--- src/bpcr_pkg.sv ---
// ----------------------------------------------------------------------------
// bpcr_pkg
// Types, widths and helpers shared by the box pair collision resolver.
// ----------------------------------------------------------------------------
package bpcr_pkg;

	localparam int CW  = 24;       // coordinate width, signed
	localparam int SW  = CW - 1;   // box size width, unsigned
	localparam int FTW = 16;       // frame time width, unsigned Q0.16
	localparam int MW  = CW + 1;   // separation magnitude width
	localparam int DW  = CW + 2;   // edge difference width, signed
	localparam int EW  = CW + 3;   // lossless sum width before clamping

	localparam logic [FTW-1:0] FT_RESET = FTW'(1092);
	localparam logic [SW-1:0]  SL_RESET = SW'(256);

	typedef logic signed [CW-1:0] coord_t;
	typedef logic [SW-1:0]        size_t;

	typedef enum logic [2:0] {
		SIDE_NONE = 3'd0,
		SIDE_PX   = 3'd1,
		SIDE_NX   = 3'd2,
		SIDE_PY   = 3'd3,
		SIDE_NY   = 3'd4
	} side_t;

	typedef enum logic [1:0] {
		CFG_Y_DOWN       = 2'd0,
		CFG_FRAME_TIME   = 2'd1,
		CFG_SMOOTH_LIMIT = 2'd2
	} cfg_idx_t;

	typedef struct packed {
		coord_t a_left;
		coord_t a_top;
		size_t  a_width;
		size_t  a_height;
		coord_t b_left;
		coord_t b_top;
		size_t  b_width;
		size_t  b_height;
		coord_t a_vel_x;
		coord_t a_vel_y;
		coord_t b_vel_x;
		coord_t b_vel_y;
	} box_in_t;

	typedef struct packed {
		logic   hit;
		coord_t new_a_left;
		coord_t new_a_top;
		coord_t new_b_left;
		coord_t new_b_top;
		coord_t new_a_vel_x;
		coord_t new_a_vel_y;
		coord_t new_b_vel_x;
		coord_t new_b_vel_y;
		side_t  contact_side;
		coord_t contact_x;
		coord_t contact_y;
	} box_out_t;

	typedef struct packed {
		logic          hit;
		side_t         side;
		logic [MW-1:0] mag;
	} push_t;

	function automatic logic signed [EW-1:0] ext_coord(input coord_t c);
		return $signed({{(EW-CW){c[CW-1]}}, c});
	endfunction

	function automatic coord_t sat_coord(input logic signed [EW-1:0] v);
		logic in_range;
		in_range = (&v[EW-1:CW-1]) || !(|v[EW-1:CW-1]);
		if (in_range) begin
			return v[CW-1:0];
		end else if (v[EW-1]) begin
			return $signed({1'b1, {(CW-1){1'b0}}});
		end else begin
			return $signed({1'b0, {(CW-1){1'b1}}});
		end
	endfunction

endpackage

--- src/bpcr_apply.sv ---
// ----------------------------------------------------------------------------
// bpcr_apply
// Applies the push to both boxes, clamps velocities moving into the contact,
// and forms the contact point. Pure logic, registered by the caller.
// ----------------------------------------------------------------------------
module bpcr_apply (
	input  bpcr_pkg::box_in_t            pair,
	input  bpcr_pkg::push_t              ctl,
	input  logic signed [bpcr_pkg::DW-1:0] csum,
	input  bpcr_pkg::coord_t             cmin,
	output bpcr_pkg::box_out_t           res
);
	import bpcr_pkg::*;

	logic signed [EW-1:0] mag_e;
	logic signed [EW-1:0] tx;
	logic signed [EW-1:0] ty;
	logic signed [EW-1:0] cs_e;
	logic signed [EW-1:0] cx_e;
	coord_t avx, avy, bvx, bvy;

	always_comb begin
		mag_e = $signed({{(EW-MW){1'b0}}, ctl.mag});
		tx = '0;
		ty = '0;
		case (ctl.side)
			SIDE_PX: tx = -mag_e;
			SIDE_NX: tx = mag_e;
			SIDE_PY: ty = -mag_e;
			SIDE_NY: ty = mag_e;
			default: begin
				tx = '0;
				ty = '0;
			end
		endcase
	end

	always_comb begin
		avx = pair.a_vel_x;
		avy = pair.a_vel_y;
		bvx = pair.b_vel_x;
		bvy = pair.b_vel_y;
		case (ctl.side)
			SIDE_PX: begin
				if (avx > 0) avx = '0;
				if (bvx < 0) bvx = '0;
			end
			SIDE_NX: begin
				if (avx < 0) avx = '0;
				if (bvx > 0) bvx = '0;
			end
			SIDE_PY: begin
				if (avy > 0) avy = '0;
				if (bvy < 0) bvy = '0;
			end
			SIDE_NY: begin
				if (avy < 0) avy = '0;
				if (bvy > 0) bvy = '0;
			end
			default: begin
			end
		endcase
	end

	// floor of half the span sum
	assign cs_e = $signed({{(EW-DW){csum[DW-1]}}, csum});
	assign cx_e = cs_e >>> 1;

	always_comb begin
		res.hit          = ctl.hit;
		res.new_a_left   = sat_coord(ext_coord(pair.a_left) + tx);
		res.new_a_top    = sat_coord(ext_coord(pair.a_top) + ty);
		res.new_b_left   = sat_coord(ext_coord(pair.b_left) - tx);
		res.new_b_top    = sat_coord(ext_coord(pair.b_top) - ty);
		res.new_a_vel_x  = avx;
		res.new_a_vel_y  = avy;
		res.new_b_vel_x  = bvx;
		res.new_b_vel_y  = bvy;
		res.contact_side = ctl.side;
		res.contact_x    = ctl.hit ? sat_coord(cx_e) : '0;
		res.contact_y    = ctl.hit ? cmin : '0;
	end

endmodule

--- src/box_pair_collision_resolve.sv ---
// ----------------------------------------------------------------------------
// box_pair_collision_resolve
// Overlap test and minimum-translation push for a pair of axis-aligned boxes.
// Throughput: one pair per cycle while res_stall is low; six pipeline stages,
// each stage holds while the next is full and stalled.
// Reset clears all stage valid bits; y_down=0, frame_time=1092,
// smooth_limit=256.
// ----------------------------------------------------------------------------
module box_pair_collision_resolve (
	input  logic                   clk,
	input  logic                   arst_n,
	input  logic                   cfg_we,
	input  logic [1:0]             cfg_idx,
	input  logic [bpcr_pkg::SW-1:0] cfg_wdata,
	input  logic                   pair_valid,
	output logic                   pair_stall,
	input  bpcr_pkg::box_in_t      pair,
	output logic                   res_valid,
	input  logic                   res_stall,
	output bpcr_pkg::box_out_t     res
);
	import bpcr_pkg::*;

	// configuration
	logic           y_down_q;
	logic [FTW-1:0] frame_time_q;
	logic [SW-1:0]  smooth_limit_q;

	always_ff @(posedge clk or negedge arst_n) begin
		if (!arst_n) begin
			y_down_q       <= 1'b0;
			frame_time_q   <= FT_RESET;
			smooth_limit_q <= SL_RESET;
		end else if (cfg_we) begin
			case (cfg_idx)
				CFG_Y_DOWN:       y_down_q       <= cfg_wdata[0];
				CFG_FRAME_TIME:   frame_time_q   <= cfg_wdata[FTW-1:0];
				CFG_SMOOTH_LIMIT: smooth_limit_q <= cfg_wdata;
				default: begin
				end
			endcase
		end
	end

	// stage control
	logic v_s1, v_s2, v_s3, v_s4, v_s5, v_s6;
	logic en1, en2, en3, en4, en5, en6;

	assign en6 = !v_s6 || !res_stall;
	assign en5 = !v_s5 || en6;
	assign en4 = !v_s4 || en5;
	assign en3 = !v_s3 || en4;
	assign en2 = !v_s2 || en3;
	assign en1 = !v_s1 || en2;
	assign pair_stall = !en1;

	always_ff @(posedge clk or negedge arst_n) begin
		if (!arst_n) begin
			v_s1 <= 1'b0;
			v_s2 <= 1'b0;
			v_s3 <= 1'b0;
			v_s4 <= 1'b0;
			v_s5 <= 1'b0;
			v_s6 <= 1'b0;
		end else begin
			if (en1) v_s1 <= pair_valid;
			if (en2) v_s2 <= v_s1;
			if (en3) v_s3 <= v_s2;
			if (en4) v_s4 <= v_s3;
			if (en5) v_s5 <= v_s4;
			if (en6) v_s6 <= v_s5;
		end
	end

	// stage 1: box edges
	box_in_t            p_s1;
	logic signed [CW:0] ar_s1, br_s1, ab_s1, bb_s1, atd_s1, btd_s1;

	always_ff @(posedge clk) begin
		if (en1) begin
			p_s1   <= pair;
			ar_s1  <= $signed({pair.a_left[CW-1], pair.a_left}) + $signed({2'b00, pair.a_width});
			br_s1  <= $signed({pair.b_left[CW-1], pair.b_left}) + $signed({2'b00, pair.b_width});
			ab_s1  <= $signed({pair.a_top[CW-1], pair.a_top}) - $signed({2'b00, pair.a_height});
			bb_s1  <= $signed({pair.b_top[CW-1], pair.b_top}) - $signed({2'b00, pair.b_height});
			atd_s1 <= $signed({pair.a_top[CW-1], pair.a_top}) + $signed({2'b00, pair.a_height});
			btd_s1 <= $signed({pair.b_top[CW-1], pair.b_top}) + $signed({2'b00, pair.b_height});
		end
	end

	// stage 2: overlap test, edge differences, contact span
	logic signed [CW:0]   al1, at1, bl1, bt1;
	logic signed [CW:0]   lmax1, rmin1;
	logic                 hit_x1, hit_y1;
	box_in_t              p_s2;
	logic                 hit_s2, ltx_s2, lty_s2;
	logic signed [DW-1:0] dax_s2, dbx_s2, day_s2, dby_s2, sum_s2;
	coord_t               cy_s2;

	assign al1 = $signed({p_s1.a_left[CW-1], p_s1.a_left});
	assign at1 = $signed({p_s1.a_top[CW-1], p_s1.a_top});
	assign bl1 = $signed({p_s1.b_left[CW-1], p_s1.b_left});
	assign bt1 = $signed({p_s1.b_top[CW-1], p_s1.b_top});
	assign lmax1 = (al1 < bl1) ? bl1 : al1;
	assign rmin1 = (ar_s1 < br_s1) ? ar_s1 : br_s1;
	assign hit_x1 = !((bl1 > ar_s1) || (al1 > br_s1));
	assign hit_y1 = y_down_q ? !((bt1 > atd_s1) || (at1 > btd_s1))
	                         : !((bt1 < ab_s1) || (at1 < bb_s1));

	always_ff @(posedge clk) begin
		if (en2) begin
			p_s2   <= p_s1;
			hit_s2 <= hit_x1 && hit_y1;
			ltx_s2 <= al1 < bl1;
			lty_s2 <= at1 < bt1;
			dax_s2 <= $signed({al1[CW], al1}) - $signed({br_s1[CW], br_s1});
			dbx_s2 <= $signed({bl1[CW], bl1}) - $signed({ar_s1[CW], ar_s1});
			day_s2 <= $signed({at1[CW], at1}) - $signed({bb_s1[CW], bb_s1});
			dby_s2 <= $signed({bt1[CW], bt1}) - $signed({ab_s1[CW], ab_s1});
			sum_s2 <= $signed({lmax1[CW], lmax1}) + $signed({rmin1[CW], rmin1});
			cy_s2  <= (p_s1.a_top < p_s1.b_top) ? p_s1.a_top : p_s1.b_top;
		end
	end

	// stage 3: separations per axis
	function automatic logic [MW-1:0] abs_mag(input logic signed [DW-1:0] v);
		logic signed [DW-1:0] a;
		a = v[DW-1] ? -v : v;
		return a[MW-1:0];
	endfunction

	logic [MW-1:0]        mag_ax2, mag_bx2, mag_ay2, mag_by2;
	box_in_t              p_s3;
	logic                 hit_s3, ltx_s3, lty_s3;
	logic signed [DW-1:0] sum_s3;
	coord_t               cy_s3;
	logic [MW-1:0]        dx_s3, dy_s3;

	assign mag_ax2 = abs_mag(dax_s2);
	assign mag_bx2 = abs_mag(dbx_s2);
	assign mag_ay2 = abs_mag(day_s2);
	assign mag_by2 = abs_mag(dby_s2);

	always_ff @(posedge clk) begin
		if (en3) begin
			p_s3   <= p_s2;
			hit_s3 <= hit_s2;
			ltx_s3 <= ltx_s2;
			lty_s3 <= lty_s2;
			sum_s3 <= sum_s2;
			cy_s3  <= cy_s2;
			dx_s3  <= (mag_ax2 < mag_bx2) ? mag_ax2 : mag_bx2;
			dy_s3  <= (mag_ay2 < mag_by2) ? mag_ay2 : mag_by2;
		end
	end

	// stage 4: axis choice and direction
	logic                 use_x3;
	push_t                ctl3;
	box_in_t              p_s4;
	logic signed [DW-1:0] sum_s4;
	coord_t               cy_s4;
	push_t                ctl_s4;
	logic                 small_s4;

	assign use_x3 = dx_s3 < dy_s3;

	always_comb begin
		ctl3.hit = hit_s3;
		ctl3.mag = use_x3 ? dx_s3 : dy_s3;
		if (!hit_s3) begin
			ctl3.side = SIDE_NONE;
		end else if (use_x3) begin
			ctl3.side = ltx_s3 ? SIDE_PX : SIDE_NX;
		end else begin
			ctl3.side = lty_s3 ? SIDE_PY : SIDE_NY;
		end
	end

	always_ff @(posedge clk) begin
		if (en4) begin
			p_s4     <= p_s3;
			sum_s4   <= sum_s3;
			cy_s4    <= cy_s3;
			ctl_s4   <= ctl3;
			small_s4 <= ctl3.mag < {{(MW-SW){1'b0}}, smooth_limit_q};
		end
	end

	// stage 5: short push scaled by frame time
	logic [SW+FTW-1:0]    prod4;
	push_t                ctl4;
	box_in_t              p_s5;
	logic signed [DW-1:0] sum_s5;
	coord_t               cy_s5;
	push_t                ctl_s5;

	assign prod4 = (SW+FTW)'(ctl_s4.mag[SW-1:0]) * (SW+FTW)'(frame_time_q);

	always_comb begin
		ctl4 = ctl_s4;
		if (small_s4) ctl4.mag = {{(MW-SW){1'b0}}, prod4[SW+FTW-1:FTW]};
	end

	always_ff @(posedge clk) begin
		if (en5) begin
			p_s5   <= p_s4;
			sum_s5 <= sum_s4;
			cy_s5  <= cy_s4;
			ctl_s5 <= ctl4;
		end
	end

	// stage 6: apply push, result register
	box_out_t res5;
	box_out_t res_s6;

	bpcr_apply u_apply (
		.pair (p_s5),
		.ctl  (ctl_s5),
		.csum (sum_s5),
		.cmin (cy_s5),
		.res  (res5)
	);

	always_ff @(posedge clk) begin
		if (en6) res_s6 <= res5;
	end

	assign res_valid = v_s6;
	assign res       = res_s6;

	// checks
	a_nohit_noside: assert property (@(posedge clk) disable iff (!arst_n)
		res_valid && !res.hit |-> res.contact_side == SIDE_NONE)
		else $error("contact side set without overlap");

	a_hit_side: assert property (@(posedge clk) disable iff (!arst_n)
		res_valid && res.hit |-> res.contact_side != SIDE_NONE)
		else $error("overlap without contact side");

	a_full_stall: assert property (@(posedge clk) disable iff (!arst_n)
		v_s1 && v_s2 && v_s3 && v_s4 && v_s5 && v_s6 && res_stall |-> pair_stall)
		else $error("pipeline full and stalled but input not stalled");

	a_px_vel: assert property (@(posedge clk) disable iff (!arst_n)
		res_valid && res.contact_side == SIDE_PX |-> !(res.new_a_vel_x > 0))
		else $error("velocity into +x contact not cleared");

endmodule
--- config.mk ---
export PLATFORM = sky130hd
export DESIGN_NAME = box_pair_collision_resolve
export DESIGN_NICKNAME = d
export VERILOG_FILES = /design/src/bpcr_pkg.sv /design/src/bpcr_apply.sv /design/src/box_pair_collision_resolve.sv
export SDC_FILE = /design/constraint.sdc
export NUM_CORES = 2
export LEC_CHECK = 0
export BUFFER_PORTS_ARGS = -buffer_cell sky130_fd_sc_hd__buf_2
export CORE_UTILIZATION = 58
export CTS_BUF_LIST = sky130_fd_sc_hd__clkbuf_2
export DETAILED_ROUTE_END_ITERATION = 10
export MAX_ROUTING_LAYER = met4
export PLACE_DENSITY_LB_ADDON = 0.25
export SETUP_SLACK_MARGIN = 0.3
export SYNTH_ARGS = -nofsm -noshare
export SYNTH_HDL_FRONTEND = slang
export SYNTH_SLANG_ARGS = --single-unit
export TNS_END_PERCENT = 100
--- constraint.sdc ---
create_clock -name clk -period 11.9 [get_ports clk]
set_input_delay 1.785 -clock clk [delete_from_list [all_inputs] [get_ports clk]]
set_output_delay 1.785 -clock clk [all_outputs]
set_load 0.01 [all_outputs]
==> results.txt <==
Using the TritonRoute via totals, the vias-per-cell ratio works out to 5.624. The layout filler cell count is ~12k. The total placed instance area is 101500 sq um. The worst clock skew is 0.2957 ns. Counting every net in the synthesized netlist gives 8836. The hold path depth is 1. The data arrival at the endpoint of the critical path is 9.53 ns. The total detailed-routing wirelength is 243600 um. The post-CTS setup-driven buffer insertion count is 0.

The relative slew slack came out at between 15 and 20%. Setup violations remaining at the end of the flow were counted as 0. Cells with a size suffix above 1 make up 16.27% of the layout. The worst hold path belongs to the class in -> reg. The final critical delay including setup and external delays came out at between 8 and 9 ns.

The run finished with clean final reports. The share of the synthesized area in the top cell type is 55.22%. The length of the first detailed-routing pass in iterations is 6. The share of the yosys chip area belonging to registers is 56.42%. Clock latency on the worst-skew pair, taken at its later pin, is 1.94 ns. The highest attainable clock frequency is 0.1242 GHz. Across every metal layer, demand over resource in global routing totals 29.94%. The total overflow left after global routing is 0. Setup repair after global routing left no endpoint under its margin.

The routed wirelength normalized by instance count is 21.92 um. The wire length of the first global-routing pass is 365700 um. The critical setup path kind is reg -> reg. The final estimated routing congestion in global placement is 0.9753. The synthesized design spends more area on one cell type than any other, namely edfxtp_1. The number of I/O pins came out at 560. By count the netlist is led by edfxtp_1, inv_1, ha_1, nand2_1, a21oi_1. The die height came out at 409.0 um.

The maximum net fanout on the critical path is 17. After synthesis the netlist holds a flip-flop and latch count of 1813. Of all flip-flops after synthesis, the portion carrying an async set or reset was 2.537%. Registers take 54220 sq um. The final design instance area without fill is 107200 sq um. The post-synthesis cell count came out at 7519. Counting flops with a built-in enable in the synthesized netlist gives 1767.

The pin count of the biggest net entering global routing came out at between 150 and 200. The total negative setup slack is 0 ns. TritonCTS built the clock tree. The area growth from synthesis to layout is 11.60%. The initial utilization of the core area, before any placement, comes to approximately 58%. The die covers 167300 sq um. Hold timing on the final database bottoms out at a slack of 0.2620 ns.

The synthesized area per cell came out at 12.78 sq um. Once routing completed, OpenROAD measured the worst setup slack at 3.846 ns. STA puts the critical path data required time at 13.38 ns. The area of the core is 164800 sq um. The number of DRC violations after detailed routing is 0. The clock tree synthesis step divided the H-tree into 5 levels. Yosys instantiated no cell more often than edfxtp_1.

The actual slew at the worst max-slew pin came out at approximately 1.2 ns. The number of violations of the max-capacitance limit is 0. In this run the cell area of the synthesized design comes to 96090 sq um.

The worst setup path is captured at a flop. The number of CTS-inserted buffers is 446. The footprint of the multi-input gates is 37960 sq um.

The tree is rooted in a clkbuf_2. The chip width is just over 400 um. The net count reported at finish came out at 9882. The post-detailed-route count of antenna-violating nets is 0. The clock-pin slew on the worst setup and hold paths is 0.10 ns. The number of different library cells in the post-synthesis netlist is roughly 90. The total number of placement rows came out at 149.

The setup slack at placement is around 3.8 ns. The clock net sink count came out at 1813. The number of hold violations in the final report came to 0.

The initial antenna violation count is 14. The number of max-slew violations in the final report came out at 0. The startpoint type of the worst setup path is a flop. The estimated wirelength of the detail-placed design came out at approximately 180000 um. The count of yosys warnings during synthesis came out at 0. By area the synthesized netlist is led by edfxtp_1, ha_1, fa_1. Gates resized during post-CTS repair numbered 0. Measured in cells, the most critical reg-to-reg path has a length of 23.

The initial detailed-routing violation count came out at 5296. The vias after detailed routing is 62.49k. For this run, the leading register cell type out of synthesis is edfxtp_1. The number of I/O port buffers came out at around 560. The maximum count of clock buffers along a single path came out at 4. Of the available clock period, the critical path in the final layout requires 67.68%. The via count of the first global-routing pass was 62.68k.
-- path summary, 6_finish.rpt --
| kind | start | end | slack (ns) |
|---|---|---|---|
| min in group asynchronous | arst_n | smooth_limit_q[7] | 0.72 |
| max in group asynchronous | arst_n | smooth_limit_q[10] | 10.30 |
| min reg2reg | p_s3[59] | p_s4[59] | 0.29 |
| max | ctl_s4[9] | ctl_s5[20] | 3.85 |
| max reg2reg | ctl_s4[9] | ctl_s5[20] | 3.85 |
| min | pair[56] | p_s1[56] | 0.26 |
-- flip-flops by register name, summed over array words and instances, names as in the netlist, 26 cells and up --
register	flops
p_s5	192
p_s2	192
dbx_s2	26
ctl_s5	29
dby_s2	26
res	244
dax_s2	26
p_s3	192
p_s1	96
day_s2	26
p_s4	192
-- metrics by stage --
stage / cells / util (%)
CTS: 11100 / 65.05
global placement: 10140 / 61.58
detailed placement: 10140 / 61.58
global route: 11110 / 65.06
floorplan: 7519 / -
finish: 11110 / 65.07
-- layout by cell type, fill, tap and decap left out, types with 30 or more instances in the layout --
cell / n
a21boi_0: 40
buf_4: 53
and2_1: 275
nor2_1: 267
or3_1: 55
dlygate4sd3_1: 168
a21oi_1: 329
mux2_2: 105
a21o_1: 198
dfrtp_1: 42
nor3_1: 103
buf_2: 559
clkinv_1: 126
nand2_1: 494
mux2i_1: 57
o31ai_1: 49
and3_1: 30
fa_1: 306
o31a_1: 45
xor2_1: 178
xnor2_1: 245
ha_1: 697
a31oi_1: 34
o21ai_0: 271
o21a_1: 76
edfxtp_1: 1767
o21ai_1: 57
nor2b_1: 90
a211oi_1: 40
inv_1: 878
nand4_1: 56
clkbuf_2: 625
o21bai_1: 44
nand2b_1: 77
nor4_1: 42
nand3_1: 68
-- worst max-delay path, stage by stage, from the launching register on --
cell	delay, ns
edfxtp_1	0.92
nand2_1	0.19
fa_1	0.57
inv_1	0.06
fa_1	0.53
inv_1	0.05
fa_1	0.49
inv_1	0.05
fa_1	0.47
fa_1	0.58
inv_1	0.07
fa_1	0.53
inv_1	0.05
ha_1	0.30
and4_1	0.22
and3_1	0.18
nand4_1	0.11
a41oi_1	0.67
a41oi_1	0.48
o2111a_1	0.41
nor2_1	0.24
a41oi_1	0.18
xnor2_1	0.16
mux2_2	0.26
-- per-layer routing --
layer / vias up / wire length (um) / track usage (%)
met2: 2344 / 114600 / 47.23
met3: 378 / 16650 / 4.699
li1: 29300 / - / -
met4: 0 / 7114 / 9.654
met1: 30480 / 105200 / 39.92
met5: - / 0 / -
-- area by class of cell --
type	instances	area share [%]
Inverter	881	3.098
Multi-Input combinational cell	4640	35.40
Antenna cell	16	0.03734
Sequential cell	1813	50.56
Clock buffer	625	2.917
Tap cell	2189	2.554
Timing Repair Buffer	783	4.604
Clock inverter	166	0.8342
-- logic make-up (layout without fill, tap and decap cells) --
family / after synthesis / after routing / share of synthesized area, %
compound gates: 1381 / 1381 / 9.329
buf+inv: 1066 / 2455 / 4.198
other cells: 0 / 16 / 0
flops: 1813 / 1813 / 56.42
xor+xnor: 427 / 427 / 3.916
simple gates: 1647 / 1647 / 8.624
mux: 182 / 182 / 2.059
fa+ha+maj: 1003 / 1003 / 15.45
-- what timing repair did --
action,CTS,global route
hold endpoints to repair,171,0
hold buffers,168,0
endpoints found under the setup margin,0,0
Power is not shown: default switching activity piles up to over one toggle a cycle in this logic, so the estimate is an artifact.
